--- src/srec_pkg.sv ---
// shared types, constants and character decode functions for the s-record parser
// no dependencies; imported by every module of the parser
`default_nettype none

package srec_pkg;

   localparam int ADDRESS_BITS_DEFAULT = 32;
   localparam int ADDR_PORT_BITS       = 32;
   localparam int LIMIT_BITS           = 33;
   localparam int COUNT_BITS           = 32;

   localparam logic [LIMIT_BITS-1:0] ROM_LIMIT_RESET = 33'd262144;

   localparam logic [7:0] CH_LF    = 8'h0A;
   localparam logic [7:0] CH_CR    = 8'h0D;
   localparam logic [7:0] CH_SPACE = 8'h20;
   localparam logic [7:0] CH_TAB   = 8'h09;
   localparam logic [7:0] CH_UPPER_S = 8'h53;
   localparam logic [7:0] CH_LOWER_S = 8'h73;

   typedef enum logic [2:0] {
      PH_LINE,
      PH_TYPE,
      PH_COUNT,
      PH_ADDR,
      PH_DATA,
      PH_CHECK,
      PH_EOL
   } phase_type;

   typedef enum logic [1:0] {
      KIND_WRITE,
      KIND_CHECK,
      KIND_RECORD,
      KIND_ERROR
   } kind_type;

   typedef struct packed {
      logic [7:0] ch;
      logic       new_file;
   } item_type;

   typedef struct packed {
      kind_type                  kind;
      logic [ADDR_PORT_BITS-1:0] address;
      logic [7:0]                data;
      logic                      checksum_ok;
      logic [3:0]                record_type;
      logic [COUNT_BITS-1:0]     record_count;
      logic [LIMIT_BITS-1:0]     high_water;
   } result_type;

   function automatic logic hex_ok(input logic [7:0] c);
      hex_ok = (c >= 8'h30 && c <= 8'h39) || (c >= 8'h41 && c <= 8'h46) ||
               (c >= 8'h61 && c <= 8'h66);
   endfunction

   function automatic logic [3:0] hex_nibble(input logic [7:0] c);
      logic [7:0] v;
      if (c <= 8'h39) begin
         v = c - 8'h30;
      end else if (c <= 8'h46) begin
         v = c - 8'h37;
      end else begin
         v = c - 8'h57;
      end
      hex_nibble = v[3:0];
   endfunction

   function automatic logic type_ok(input logic [7:0] c);
      type_ok = (c == 8'h30) || (c == 8'h31) || (c == 8'h32) || (c == 8'h33) ||
                (c == 8'h35) || (c == 8'h37) || (c == 8'h38) || (c == 8'h39);
   endfunction

   function automatic logic [2:0] addr_len(input logic [3:0] t);
      case (t)
         4'd1, 4'd9: begin
            addr_len = 3'd2;
         end
         4'd2, 4'd8: begin
            addr_len = 3'd3;
         end
         4'd3, 4'd7: begin
            addr_len = 3'd4;
         end
         default: begin
            addr_len = 3'd0;
         end
      endcase
   endfunction

endpackage

`default_nettype wire

--- src/srec_in_stage.sv ---
// input register of the parser: holds one request transaction for the parse core
// depends on srec_pkg
`default_nettype none

module srec_in_stage (
   input  wire logic             clock,
   input  wire logic             reset,
   input  wire logic             req_valid,
   output logic                  req_stall,
   input  wire logic [7:0]       req_ch,
   input  wire logic             req_new_file,
   input  wire logic             advance,
   output logic                  in_valid,
   output srec_pkg::item_type    item
);
   import srec_pkg::*;

   logic     valid_ff;
   logic     valid_in;
   item_type item_ff;
   logic     accept;

   assign req_stall = valid_ff & ~advance;
   assign accept    = req_valid & ~req_stall;

   always_comb begin
      if (accept) begin
         valid_in = 1'b1;
      end else if (advance) begin
         valid_in = 1'b0;
      end else begin
         valid_in = valid_ff;
      end
   end

   always_ff @(posedge clock) begin
      if (reset) begin
         valid_ff <= 1'b0;
      end else begin
         valid_ff <= valid_in;
      end
   end

   always_ff @(posedge clock) begin
      if (accept) begin
         item_ff.ch       <= req_ch;
         item_ff.new_file <= req_new_file;
      end
   end

   assign in_valid = valid_ff;
   assign item     = item_ff;

endmodule

`default_nettype wire

--- src/srec_parse_core.sv ---
// parser state, rom limit register and per-character decode of one s-record character
// depends on srec_pkg
`default_nettype none

module srec_parse_core #(
   parameter int ADDRESS_BITS = srec_pkg::ADDRESS_BITS_DEFAULT
) (
   input  wire logic                               clock,
   input  wire logic                               reset,
   input  wire logic                               csr_write_enable,
   input  wire logic [srec_pkg::LIMIT_BITS-1:0]    csr_write_data,
   input  wire logic                               step,
   input  wire srec_pkg::item_type                 item,
   output logic                                    res_valid,
   output srec_pkg::result_type                    result
);
   import srec_pkg::*;

   logic [LIMIT_BITS-1:0]     rom_limit_ff;
   phase_type                 phase_ff, phase_in;
   logic                      expect_high_ff, expect_high_in;
   logic [3:0]                upper_ff, upper_in;
   logic [3:0]                type_ff, type_in;
   logic [2:0]                bytes_left_ff, bytes_left_in;
   logic [7:0]                data_left_ff, data_left_in;
   logic [7:0]                sum_ff, sum_in;
   logic [ADDRESS_BITS-1:0]   shift_ff, shift_in;
   logic [ADDRESS_BITS-1:0]   write_ff, write_in;
   logic [COUNT_BITS-1:0]     records_ff, records_in;
   logic [ADDRESS_BITS:0]     max_ff, max_in;
   logic                      halted_ff, halted_in;

   logic                      active;
   logic                      is_space;
   logic                      is_s;
   logic                      is_hex;
   logic                      hex_phase;
   logic                      low_nibble;
   logic [3:0]                nib;
   logic [7:0]                byte_v;
   logic [7:0]                sum_add;
   logic [2:0]                alen;
   logic                      count_short;
   logic [7:0]                data_count;
   logic                      data_type;
   logic [ADDRESS_BITS:0]     next_addr;
   logic                      in_rom;
   logic [ADDRESS_BITS-1:0]   shift_next;
   logic                      ev_fail;
   logic                      ev_write;
   logic                      ev_check;
   logic                      ev_record;

   assign active     = step & ~item.new_file & ~halted_ff;
   assign is_space   = (item.ch == CH_LF) || (item.ch == CH_CR) ||
                       (item.ch == CH_SPACE) || (item.ch == CH_TAB);
   assign is_s       = (item.ch == CH_UPPER_S) || (item.ch == CH_LOWER_S);
   assign is_hex     = hex_ok(item.ch);
   assign nib        = hex_nibble(item.ch);
   assign hex_phase  = (phase_ff == PH_COUNT) || (phase_ff == PH_ADDR) ||
                       (phase_ff == PH_DATA) || (phase_ff == PH_CHECK);
   assign low_nibble = is_hex & ~expect_high_ff;
   assign byte_v     = {upper_ff, nib};
   assign sum_add    = sum_ff + byte_v;
   assign alen       = addr_len(type_ff);
   assign count_short = {1'b0, byte_v} < ({6'd0, alen} + 9'd1);
   assign data_count = byte_v - {5'd0, alen} - 8'd1;
   assign data_type  = (type_ff == 4'd1) || (type_ff == 4'd2) || (type_ff == 4'd3);
   assign next_addr  = (ADDRESS_BITS+1)'(write_ff) + (ADDRESS_BITS+1)'(1);
   assign in_rom     = LIMIT_BITS'(write_ff) < rom_limit_ff;
   assign shift_next = {shift_ff[ADDRESS_BITS-9:0], byte_v};

   assign ev_fail = active & (((phase_ff == PH_LINE) & ~is_space & ~is_s) |
                              ((phase_ff == PH_TYPE) & ~type_ok(item.ch)) |
                              (hex_phase & ~is_hex) |
                              ((phase_ff == PH_COUNT) & low_nibble & count_short));
   assign ev_write  = active & (phase_ff == PH_DATA) & low_nibble & data_type & in_rom;
   assign ev_check  = active & (phase_ff == PH_CHECK) & low_nibble;
   assign ev_record = active & (phase_ff == PH_EOL) & (item.ch == CH_LF);

   // next state
   always_comb begin
      phase_in       = phase_ff;
      expect_high_in = expect_high_ff;
      upper_in       = upper_ff;
      type_in        = type_ff;
      bytes_left_in  = bytes_left_ff;
      data_left_in   = data_left_ff;
      sum_in         = sum_ff;
      shift_in       = shift_ff;
      write_in       = write_ff;
      records_in     = records_ff;
      max_in         = max_ff;
      halted_in      = halted_ff;
      if (step && item.new_file) begin
         phase_in       = PH_LINE;
         expect_high_in = 1'b1;
         upper_in       = '0;
         type_in        = '0;
         bytes_left_in  = '0;
         data_left_in   = '0;
         sum_in         = '0;
         shift_in       = '0;
         write_in       = '0;
         records_in     = '0;
         halted_in      = 1'b0;
      end else if (active) begin
         case (phase_ff)
            PH_LINE: begin
               if (is_s) begin
                  phase_in = PH_TYPE;
               end else if (!is_space) begin
                  halted_in = 1'b1;
               end
            end
            PH_TYPE: begin
               if (type_ok(item.ch)) begin
                  type_in        = item.ch[3:0];
                  phase_in       = PH_COUNT;
                  expect_high_in = 1'b1;
                  sum_in         = '0;
                  shift_in       = '0;
               end else begin
                  halted_in = 1'b1;
               end
            end
            PH_EOL: begin
               if (item.ch == CH_LF) begin
                  phase_in   = PH_LINE;
                  records_in = records_ff + COUNT_BITS'(1);
               end
            end
            PH_COUNT, PH_ADDR, PH_DATA, PH_CHECK: begin
               if (!is_hex) begin
                  halted_in = 1'b1;
               end else if (expect_high_ff) begin
                  upper_in       = nib;
                  expect_high_in = 1'b0;
               end else begin
                  expect_high_in = 1'b1;
                  if (phase_ff == PH_COUNT) begin
                     sum_in = sum_add;
                     if (count_short) begin
                        halted_in = 1'b1;
                     end else begin
                        data_left_in = data_count;
                        shift_in     = '0;
                        if (alen != 3'd0) begin
                           phase_in      = PH_ADDR;
                           bytes_left_in = alen;
                        end else if (data_count != 8'd0) begin
                           phase_in = PH_DATA;
                        end else begin
                           phase_in = PH_CHECK;
                           sum_in   = ~sum_add;
                        end
                     end
                  end else if (phase_ff == PH_ADDR) begin
                     sum_in        = sum_add;
                     shift_in      = shift_next;
                     bytes_left_in = bytes_left_ff - 3'd1;
                     if (bytes_left_ff == 3'd1) begin
                        write_in = shift_next;
                        if (data_left_ff != 8'd0) begin
                           phase_in = PH_DATA;
                        end else begin
                           phase_in = PH_CHECK;
                           sum_in   = ~sum_add;
                        end
                     end
                  end else if (phase_ff == PH_DATA) begin
                     sum_in = sum_add;
                     if (data_type) begin
                        if (next_addr > max_ff) begin
                           max_in = next_addr;
                        end
                        write_in = next_addr[ADDRESS_BITS-1:0];
                     end
                     data_left_in = data_left_ff - 8'd1;
                     if (data_left_ff == 8'd1) begin
                        phase_in = PH_CHECK;
                        sum_in   = ~sum_add;
                     end
                  end else begin
                     phase_in = PH_EOL;
                  end
               end
            end
            default: begin
               phase_in = PH_LINE;
            end
         endcase
      end
   end

   // result of this character
   always_comb begin
      res_valid           = ev_fail | ev_write | ev_check | ev_record;
      result.kind         = KIND_WRITE;
      result.address      = '0;
      result.data         = '0;
      result.checksum_ok  = 1'b0;
      result.record_type  = type_in;
      result.record_count = records_in;
      result.high_water   = LIMIT_BITS'(max_in);
      if (ev_fail) begin
         result.kind = KIND_ERROR;
      end else if (ev_record) begin
         result.kind = KIND_RECORD;
      end else if (ev_check) begin
         result.kind        = KIND_CHECK;
         result.checksum_ok = (sum_ff == byte_v);
      end else if (ev_write) begin
         result.kind    = KIND_WRITE;
         result.address = ADDR_PORT_BITS'(write_ff);
         result.data    = byte_v;
      end
   end

   always_ff @(posedge clock) begin
      if (reset) begin
         rom_limit_ff   <= ROM_LIMIT_RESET;
         phase_ff       <= PH_LINE;
         expect_high_ff <= 1'b1;
         upper_ff       <= '0;
         type_ff        <= '0;
         bytes_left_ff  <= '0;
         data_left_ff   <= '0;
         sum_ff         <= '0;
         shift_ff       <= '0;
         write_ff       <= '0;
         records_ff     <= '0;
         max_ff         <= '0;
         halted_ff      <= 1'b0;
      end else begin
         if (csr_write_enable) begin
            rom_limit_ff <= csr_write_data;
         end
         phase_ff       <= phase_in;
         expect_high_ff <= expect_high_in;
         upper_ff       <= upper_in;
         type_ff        <= type_in;
         bytes_left_ff  <= bytes_left_in;
         data_left_ff   <= data_left_in;
         sum_ff         <= sum_in;
         shift_ff       <= shift_in;
         write_ff       <= write_in;
         records_ff     <= records_in;
         max_ff         <= max_in;
         halted_ff      <= halted_in;
      end
   end

endmodule

`default_nettype wire

--- src/srec_out_stage.sv ---
// result register of the parser: holds one response transaction until it is taken
// depends on srec_pkg
`default_nettype none

module srec_out_stage (
   input  wire logic                                   clock,
   input  wire logic                                   reset,
   input  wire logic                                   load,
   input  wire srec_pkg::result_type                   result,
   output logic                                        rsp_valid,
   input  wire logic                                   rsp_stall,
   output logic [1:0]                                  rsp_kind,
   output logic [srec_pkg::ADDR_PORT_BITS-1:0]         rsp_address,
   output logic [7:0]                                  rsp_data,
   output logic                                        rsp_checksum_ok,
   output logic [3:0]                                  rsp_record_type,
   output logic [srec_pkg::COUNT_BITS-1:0]             rsp_record_count,
   output logic [srec_pkg::LIMIT_BITS-1:0]             rsp_high_water
);
   import srec_pkg::*;

   logic       valid_ff;
   logic       valid_in;
   result_type result_ff;

   always_comb begin
      if (load) begin
         valid_in = 1'b1;
      end else if (valid_ff && !rsp_stall) begin
         valid_in = 1'b0;
      end else begin
         valid_in = valid_ff;
      end
   end

   always_ff @(posedge clock) begin
      if (reset) begin
         valid_ff <= 1'b0;
      end else begin
         valid_ff <= valid_in;
      end
   end

   always_ff @(posedge clock) begin
      if (load) begin
         result_ff <= result;
      end
   end

   assign rsp_valid        = valid_ff;
   assign rsp_kind         = result_ff.kind;
   assign rsp_address      = result_ff.address;
   assign rsp_data         = result_ff.data;
   assign rsp_checksum_ok  = result_ff.checksum_ok;
   assign rsp_record_type  = result_ff.record_type;
   assign rsp_record_count = result_ff.record_count;
   assign rsp_high_water   = result_ff.high_water;

endmodule

`default_nettype wire

--- src/srec_record_parser_unit.sv ---
// Motorola S-record parser. Takes one text character per cycle on the req_ channel and
// gives at most one rsp_ transaction per character: a data write, a checksum verdict, a
// record completion or a format error. The character is held in an input register, is
// decoded by the parse core and lands in a result register; a new character is accepted
// every cycle unless a held response is stalled. The user must write rom_limit through
// csr_ only while the parser is idle; the block itself does not enforce this. After a
// format error nothing is returned until a transaction with req_new_file set.
// depends on srec_pkg, srec_in_stage, srec_parse_core, srec_out_stage
`default_nettype none

module srec_record_parser_unit #(
   parameter int ADDRESS_BITS = srec_pkg::ADDRESS_BITS_DEFAULT
) (
   input  wire logic                                   clock,
   input  wire logic                                   reset,
   input  wire logic                                   csr_write_enable,
   input  wire logic [srec_pkg::LIMIT_BITS-1:0]        csr_write_data,
   input  wire logic                                   req_valid,
   output logic                                        req_stall,
   input  wire logic [7:0]                             req_ch,
   input  wire logic                                   req_new_file,
   output logic                                        rsp_valid,
   input  wire logic                                   rsp_stall,
   output logic [1:0]                                  rsp_kind,
   output logic [srec_pkg::ADDR_PORT_BITS-1:0]         rsp_address,
   output logic [7:0]                                  rsp_data,
   output logic                                        rsp_checksum_ok,
   output logic [3:0]                                  rsp_record_type,
   output logic [srec_pkg::COUNT_BITS-1:0]             rsp_record_count,
   output logic [srec_pkg::LIMIT_BITS-1:0]             rsp_high_water
);
   import srec_pkg::*;

   logic       in_valid;
   item_type   item;
   logic       advance;
   logic       res_valid;
   result_type result;

   assign advance = in_valid & (~rsp_valid | ~rsp_stall);

   srec_in_stage u_in_stage (
      .clock        (clock),
      .reset        (reset),
      .req_valid    (req_valid),
      .req_stall    (req_stall),
      .req_ch       (req_ch),
      .req_new_file (req_new_file),
      .advance      (advance),
      .in_valid     (in_valid),
      .item         (item)
   );

   srec_parse_core #(
      .ADDRESS_BITS (ADDRESS_BITS)
   ) u_parse_core (
      .clock            (clock),
      .reset            (reset),
      .csr_write_enable (csr_write_enable),
      .csr_write_data   (csr_write_data),
      .step             (advance),
      .item             (item),
      .res_valid        (res_valid),
      .result           (result)
   );

   srec_out_stage u_out_stage (
      .clock            (clock),
      .reset            (reset),
      .load             (advance & res_valid),
      .result           (result),
      .rsp_valid        (rsp_valid),
      .rsp_stall        (rsp_stall),
      .rsp_kind         (rsp_kind),
      .rsp_address      (rsp_address),
      .rsp_data         (rsp_data),
      .rsp_checksum_ok  (rsp_checksum_ok),
      .rsp_record_type  (rsp_record_type),
      .rsp_record_count (rsp_record_count),
      .rsp_high_water   (rsp_high_water)
   );

endmodule

`default_nettype wire
--- config.mk ---
export PLATFORM = sky130hd
export DESIGN_NAME = srec_record_parser_unit
export DESIGN_NICKNAME = d
export VERILOG_FILES = /design/src/srec_pkg.sv /design/src/srec_in_stage.sv /design/src/srec_parse_core.sv /design/src/srec_out_stage.sv /design/src/srec_record_parser_unit.sv
export SDC_FILE = /design/constraint.sdc
export NUM_CORES = 1
export LEC_CHECK = 0
export ABC_AREA = 0
export BUFFER_PORTS_ARGS = -buffer_cell sky130_fd_sc_hd__buf_2
export CORE_ASPECT_RATIO = 1.5
export CORE_UTILIZATION = 50
export DETAILED_ROUTE_END_ITERATION = 10
export GPL_TIMING_DRIVEN = 1
export PLACE_DENSITY = 0.7
export SLEW_MARGIN = 10
export SYNTH_ARGS = -nofsm -noshare
export SYNTH_HDL_FRONTEND = slang
export SYNTH_HIERARCHICAL = 1
export SYNTH_SLANG_ARGS = --single-unit
--- constraint.sdc ---
create_clock -name clock -period 6.9 [get_ports clock]
set_clock_uncertainty 0.2 [all_clocks]
set_input_delay 0 -clock clock [delete_from_list [all_inputs] [get_ports clock]]
set_output_delay 0 -clock clock [all_outputs]
set_load 0.005 [all_outputs]
==> Yosys cells after proc, flatten, opt, wreduce, memory -nomap -nowiden <==
Index checks and enable logic that the tools add are counted.
{ "op_classes": {"n_addsub": 11, "n_mul": 0, "div": 0, "n_lt_le_gt_ge": 9, "n_eq_ne": 49, "shift": 0, "muxes": 86, "bitwise_logic": 44, "n_reduce_logical": 53} }
{ "ops": {"columns": ["operator", "n"], "rows": [
  ["2-to-1 mux 33 bit", 10],
  ["2-to-1 mux 32 bit", 8],
  ["2-to-1 mux 24 bit", 6],
  ["2-to-1 mux 8 bit", 16],
  ["== test 8 x 6 -> 1 bit (second input constant)", 9],
  ["2-to-1 mux 3 bit", 16],
  ["case mux 24 bit (2 select lines)", 1],
  ["adder 32 x 1 -> 33 bit (second input constant)", 1],
  ["> comparator 33 bit", 1],
  ["less-than comparator 32 x 33 -> 1 bit", 1],
  ["adder 32 x 1 -> 32 bit (second input constant)", 1],
  ["== test 8 x 4 -> 1 bit (second input constant)", 3],
  ["2-to-1 mux 4 bit", 6],
  ["bitwise AND 1 bit", 22],
  ["AND reduction 7 bit", 3],
  ["logical OR 1 bit", 18],
  ["2-to-1 mux 1 bit", 18],
  ["!= test 2 bit (second input constant)", 9],
  ["== test 8 x 7 -> 1 bit (second input constant)", 2],
  ["greater-or-equal comparator 8 x 7 -> 1 bit (second input constant)", 2],
  ["less-or-equal comparator 8 x 7 -> 1 bit (second input constant)", 2],
  ["case mux 8 bit (2 select lines)", 1],
  ["AND reduction 8 bit", 2],
  ["nonzero test 8 bit", 2],
  ["other kinds (43)", 92]
]} }
{ "word_totals": {"register_bits": 309, "latch_bits": 0, "ramBits": 0, "rom_bits": 0, "input_bits": 47, "output_inout_bits": 114, "elab_cells": 277, "mem_count": 0} }

==> Longest topological paths before layout <==
{ "logic_depth": {"ltp_word": 19, "ltp_mapped": 23, "mapped_depth_nobuf": 23} }

==> Cells and area by module <==
Netlist, hierarchy kept.
{ "by_module_without_submodules": {"columns": ["module", "n_inst", "cells_per_inst", "area_per_inst_um2", "seq_area_each_um2"], "rows": [
  ["srec_parse_core", 1, 1544, 12086.6, 3723.6],
  ["srec_out_stage", 1, 115, 3392.0, 3383.2],
  ["srec_in_stage", 1, 13, 320.3, 290.3],
  ["srec_record_parser_unit", 1, 2, 17.5, 0.0]
]} }

==> Least setup slack after synthesis <==
Ideal clock, no wire load.
{ "synth_timing": {"path_type": "register to register", "startpoint": "reg u_parse_core.type_ff[3]", "endpoint": "reg u_out_stage.result_ff (netlist bit u_out_stage/rsp_address[0]) (enable)", "setup_time_ns": 0.485, "t_arrival_ns": 5.780, "t_required_ns": 6.215, "path_slack_ns": 0.435, "stages_incl_launch_ff": 20, "path_buffers": 0, "synth_period_minus_slack_ns": 6.465, "cell_sequence": "dfxtp_1 xnor2_1 nor3_1 inv_1 ha_1 o32a_1 nor2_1 inv_1 ha_1 inv_1 ha_1 nor2b_1 o211ai_1 nand3_1 nor3_1 a21oi_1 a21oi_1 or2_2 or3_1 and2_1"} }
{ "synth_between": {"elab_chain_cells": 12, "elab_cells_between_ends": 23, "classes_between": "1 x add/sub; 1 x order compare; 6 x eq/ne; 1 x mux; 9 x bitwise; 5 x reduce/logical"} }
{ "synth_rtl": {"columns": ["element", "line", "text"], "rows": [
  ["from (decl)", "srec_parse_core.sv:23", "logic [3:0] type_ff, type_in;"],
  ["from (signal assigned)", "srec_parse_core.sv:242", "type_ff <= type_in;"],
  ["== test 4 x 3 -> 1 bit, or another cell as far along", "srec_pkg.sv:76", "case (t)"],
  ["OR reduction 2 bit", "srec_pkg.sv:76", null],
  ["case mux 3 bit (3 select lines)", "srec_pkg.sv:76", null],
  ["adder 3 x 1 -> 4 bit", "srec_parse_core.sv:66", "assign count_short = {1'b0, byte_v} < ({6'd0, alen} + 9'd1);"],
  ["less-than comparator 8 x 9 -> 1 bit", "srec_parse_core.sv:66", null],
  ["bitwise AND 1 bit", "srec_parse_core.sv:76", "((phase_ff == PH_COUNT) & low_nibble & count_short));"],
  ["bitwise OR 1 bit", "srec_parse_core.sv:75", "(hex_phase & ~is_hex) |"],
  ["bitwise AND 1 bit", "srec_parse_core.sv:73", "assign ev_fail = active & (((phase_ff == PH_LINE) & ~is_space & ~is_s) |"],
  ["bitwise OR 1 bit (*) (3 in series)", "srec_parse_core.sv:198", "res_valid = ev_fail | ev_write | ev_check | ev_record;"],
  ["net res_valid", "srec_record_parser_unit.sv:37", "logic res_valid;"],
  ["bitwise AND 1 bit (*)", "srec_record_parser_unit.sv:70", ".load (advance & res_valid),"],
  ["to (signal assigned)", "srec_out_stage.sv:46", "result_ff <= result;"],
  ["to (decl)", "srec_out_stage.sv:24", "result_type result_ff;"]
]} }
The timed path passes the listed nets; every way through them passes the cells marked *.
A chain may end at the register's enable or synchronous reset.

==> Final worst setup path <==
{ "layout_timing": {"startpoint": "reg u_in_stage.item_ff (netlist bit u_in_stage/item[2])", "endpoint": "reg u_out_stage.valid_ff (netlist: u_out_stage/rsp_valid)"} }
{ "layout_between": {"elab_cells_between_ends": 68, "classes_between": "3 x add/sub; 7 x order compare; 14 x eq/ne; 3 x mux; 24 x bitwise; 17 x reduce/logical"} }
{ "layout_rtl": {"columns": ["element", "line", "text"], "rows": [
  ["from (decl)", "srec_in_stage.sv:20", "item_type item_ff;"],
  ["less-or-equal comparator 8 x 7 -> 1 bit or subtractor 4 x 3 -> 4 bit (tied branches)", "srec_pkg.sv:62, srec_pkg.sv:63, srec_pkg.sv:65", null],
  ["2-to-1 mux 4 bit", "srec_pkg.sv:62", "end else if (c <= 8'h46) begin"],
  ["2-to-1 mux 4 bit (*)", "srec_pkg.sv:60", "if (c <= 8'h39) begin"],
  ["net u_parse_core.byte_v[1]", "srec_parse_core.sv:40", "logic [7:0] byte_v;"],
  ["less-than comparator 8 x 9 -> 1 bit (*)", "srec_parse_core.sv:66", null],
  ["bitwise AND 1 bit (*)", "srec_parse_core.sv:76", null],
  ["bitwise OR 1 bit (*)", "srec_parse_core.sv:75", null],
  ["bitwise AND 1 bit (*)", "srec_parse_core.sv:73", null],
  ["bitwise OR 1 bit (*) (3 in series)", "srec_parse_core.sv:198", null],
  ["net res_valid", "srec_record_parser_unit.sv:37", null],
  ["bitwise AND 1 bit (*)", "srec_record_parser_unit.sv:70", null],
  ["2-to-1 mux 1 bit or nonzero test 2 bit (tied branches)", null, null],
  ["to (signal assigned)", "srec_out_stage.sv:40", "valid_ff <= valid_in;"],
  ["to (decl)", "srec_out_stage.sv:22", "logic valid_ff;"]
]} }
Marked as above.

==> results by group <==
Run status
  – Outcome: complete, no violations

Pwr
  – Power consumption: 3880 uW
  – Internal: 3000 uW
  – Flop pwr share: 50.0%
  – Gate power share: 6.5%
  – Switching Share: 22.7%
  – Switching pwr: 878 uW
  – Clock Power Share: 43.5%
  – Power Density: 204 mW/mm^2
  – Leakage: 0.00732 uW
  – Worst vdd ir: 0.229 mV

Clock network
  – Clock Tree Buf Depth: 3
  – Num CTS Buffers: 31
  – Clock sink total: 309
  – Number of setup buffers added after CTS: 0
  – Clock Latency Late Sink: 0.58 ns
  – Clock transition at path regs: 0.06 ns
  – Root Driver: clkbuf_16
  – CTS tree: yes
  – # H-tree levels: 1
  – Post-cts sizing count: 0

Timing
  – Peak Freq: 0.180 GHz
  – Worst setup margin: 1.36 ns
  – Hold Vio Cnt, Final: 0
  – Slew @ Worst Pin: 1.17 ns
  – TNS Setup: 0 ns
  – Fin crit period: 5.54 ns
  – RSZ-0062 raised after global routing: false
  – Rel. slew slack: 22.0%
  – Slew Limit Fails: 0
  – Final setup vio count: 0
  – Period utilization: 80.3%

Detailed routing
  – 1st-pass router iterations: 5
  – Post-Route WL: 42800 um
  – Vias after detailed routing: 13200
  – Drt initial violations: 721
  – Vias per std cell: 5.65
  – Routed wire per std cell: 18.3 um
  – Drt drc: 0
  – Antenna viol nets, final: 0

Global routing
  – Vias in the first global route: 12900
  – Largest net degree at the start of global routing: 95
  – First-pass GRT wire length: 67000 um
  – Initial antenna violation count: 0
  – Grt ovf: 0
  – GRT Total Usage: 26.5%

Placed design
  – IO buf count: 160
  – Inst Count DP: 2174
  – Detailed Place HPWL: 29600 um
  – Placement Setup Slack: 1.79 ns
  – RD Place Congestion: 0.934

Floorplanning
  – Row cnt: 79
  – Io pins: 161
  – Core area: 0.0310 mm^2
  – Die area: 0.0324 mm^2
  – Die X: 147 um
  – Chip height: 220 um
  – Starting Density: 51.0%

Worst hold path
  – Hold Path Stages: 3
  – Tightest Hold Check Type: in -> reg
  – Hold path startpoint: csr_write_enable
  – Hold EP: u_parse_core/rom_limit_ff[25]

Layout
  – Layout Nets: 2045
  – Area grow syn2layout: 20.1%
  – Layout cells sized above 1: 14.9%
  – Fin util: 61.2%
  – Antenna cells: 0
  – Post-route insts no fill: 2332

Synth
  – Yosys cell types: 79
  – Synth area leaders: dfxtp_1, edfxtp_1, ha_1
  – Seq cells post-synth: 309
  – Number of synthesized flops with an enable pin: 121
  – Top-area cell type share of the netlist area: 23.8%
  – Post-synthesis cell type with the largest combined area: dfxtp_1
  – Post-Syn Area: 0.0158 mm^2
  – FFs w/ async S/R, synth: 0%
  – Syn Area/Cell: 9.45 um^2
  – Sequential fraction of the synthesis area: 46.8%
  – Synth warn: 6
  – Main synth FF type: dfxtp_1
  – Syn nets: 1817
  – Post-synth top cells: nor2_1, dfxtp_1, a21oi_1
  – Most common cell in the synthesized netlist: nor2_1
  – Post-Synthesis Cells: 1674

Setup path
  – Worst-path maximum fanout: 94
  – Worst r2r path cells: 21
  – R2R Path End: u_out_stage/rsp_valid
  – Critical path data arrival time: 5.86 ns
  – CP Cell Sequence: inv_1 > ha_1 > nor2_1 > o21bai_1 > o21a_1 > mux2i_1 > inv_1 > ha_1 > nor2b_1 > o211ai_1 > nand3_1 > nor3_1 > a21oi_1 > a21oi_1 > or2_2 > or3_1 > and2_4 > buf_12 > a21oi_1 > nor2_1 > dlygate4sd3_1
  – CP Data Required Time: 7.22 ns
  – Reg-to-reg slack, setup: 1.36 ns
  – Slowest-stage cell, CP: mux2i_1
  – Endpoint class of the critical path: register
  – Critical R2R Launch: u_in_stage/item[2]
  – CP startpoint kind: register
  – Most frequent cell on the critical path: a21oi_1
  – Critical path type: reg -> reg
  – Slowest cell delay on critical path: 0.66 ns

Flow run
  – Max-Cap Viols: 0
[worst max-delay path by stage]
stage | startpoint | end | slack, ns | cells after the start
after detailed placement | u_in_stage/item[1] | u_out_stage/rsp_record_count[24] | 1.79 | 18
after CTS | u_in_stage/item[2] | u_out_stage/rsp_valid | 1.39 | 21
after global routing | u_in_stage/item[1] | u_out_stage/rsp_valid | 0.94 | 21
after floorplan | u_parse_core/type_ff[3] | u_out_stage/rsp_address[0] | 0.43 | 19
final | u_in_stage/item[2] | u_out_stage/rsp_valid | 1.36 | 21
after global placement | u_in_stage/item[2] | u_out_stage/rsp_record_count[24] | 2.00 | 18
[metrics by stage]
stage,hold slack [ns],area [um^2]
after floorplan,-0.128,15800
after global routing,0.0369,19000
after global placement,-0.0224,17000
final,0.0219,19000
after detailed placement,-0.0219,17000
after CTS,0.00408,19000
[flip-flops by register name, summed over array words and instances (netlist names), 2 cells and up]
register	count
u_parse_core/phase_ff	3
u_out_stage/rsp_record_count	32
u_parse_core/write_ff	32
u_parse_core/upper_ff	4
u_parse_core/shift_ff	24
u_parse_core/bytes_left_ff	3
u_parse_core/sum_ff	8
u_out_stage/rsp_address	32
u_parse_core/data_left_ff	8
u_parse_core/records_ff	32
u_in_stage/item	9
u_parse_core/rom_limit_ff	33
u_out_stage/rsp_kind	2
u_parse_core/type_ff	4
u_parse_core/max_ff	33
u_out_stage/rsp_data	8
u_out_stage/rsp_high_water	33
u_out_stage/rsp_record_type	4
[layout by cell type (no fill, tap or decap), drive strengths merged, types with 37 or more instances in the layout]
cell type,instances
nor2,211
dfxtp,188
buf,180
a21oi,143
edfxtp,121
nand2,121
inv,105
dlygate4sd3,100
ha,94
nand3,76
and2,50
xnor2,45
o21ai,45
mux2i,42
clkbuf,39
a211oi,39
xor2,37
[worst max-delay path, delay by kind of cell, from the launching register on]
family          cells  cell delay (ns)
compound gates      6             0.95
fa+ha+maj           2             0.58
buf+inv             4             1.37
flops               1             0.45
mux                 1             0.66
simple gates        8             1.23
[final cells by class]
cell class | instances | area [um^2]
Fill cell | 2597 | 12000
Multi-Input combinational cell | 1177 | 7710
Sequential cell | 309 | 7400
Timing Repair Buffer | 280 | 1970
Clock buffer | 39 | 826
Tap cell | 405 | 507
Inverter | 103 | 387
Clock inverter | 19 | 193
[power by group through the flow]
stage	sequential, uW	combinational [uW]	clock [uW]
final	1940	251	1690
after global routing	1940	274	1790
after CTS	1940	247	1720
after detailed placement	1980	196	0
after global placement	1980	193	0
after floorplan	1970	126	0
[repair_timing]
action,in CTS,in global routing
hold endpoints to repair,91,0
hold buffers,100,0
setup endpoints to repair,0,0
[layer usage]
layer | wire length, um | vias up | part of all wire, % | GRT usage [%]
li1 | - | 6358 | - | -
met1 | 15400 | 6305 | 36 | 27.5
met2 | 23100 | 380 | 54 | 50.8
met3 | 1680 | 133 | 3.9 | 2.84
met4 | 2580 | 0 | 6.0 | 15.6
met5 | 0 | - | 0 | 0
[cell families after synthesis]
group	after synthesis	share of synthesized area (%)
AND/OR/NAND/NOR	611	18.8
adder cells (fa/ha/maj)	96	7.69
AO/OA/AOI/OAI	343	14.7
flip-flops	309	46.8
XOR/XNOR	82	4.54
multiplexers	45	2.87
buffers and inverters	188	4.68
No activity file was read; power rests on OpenSTA's default activity.
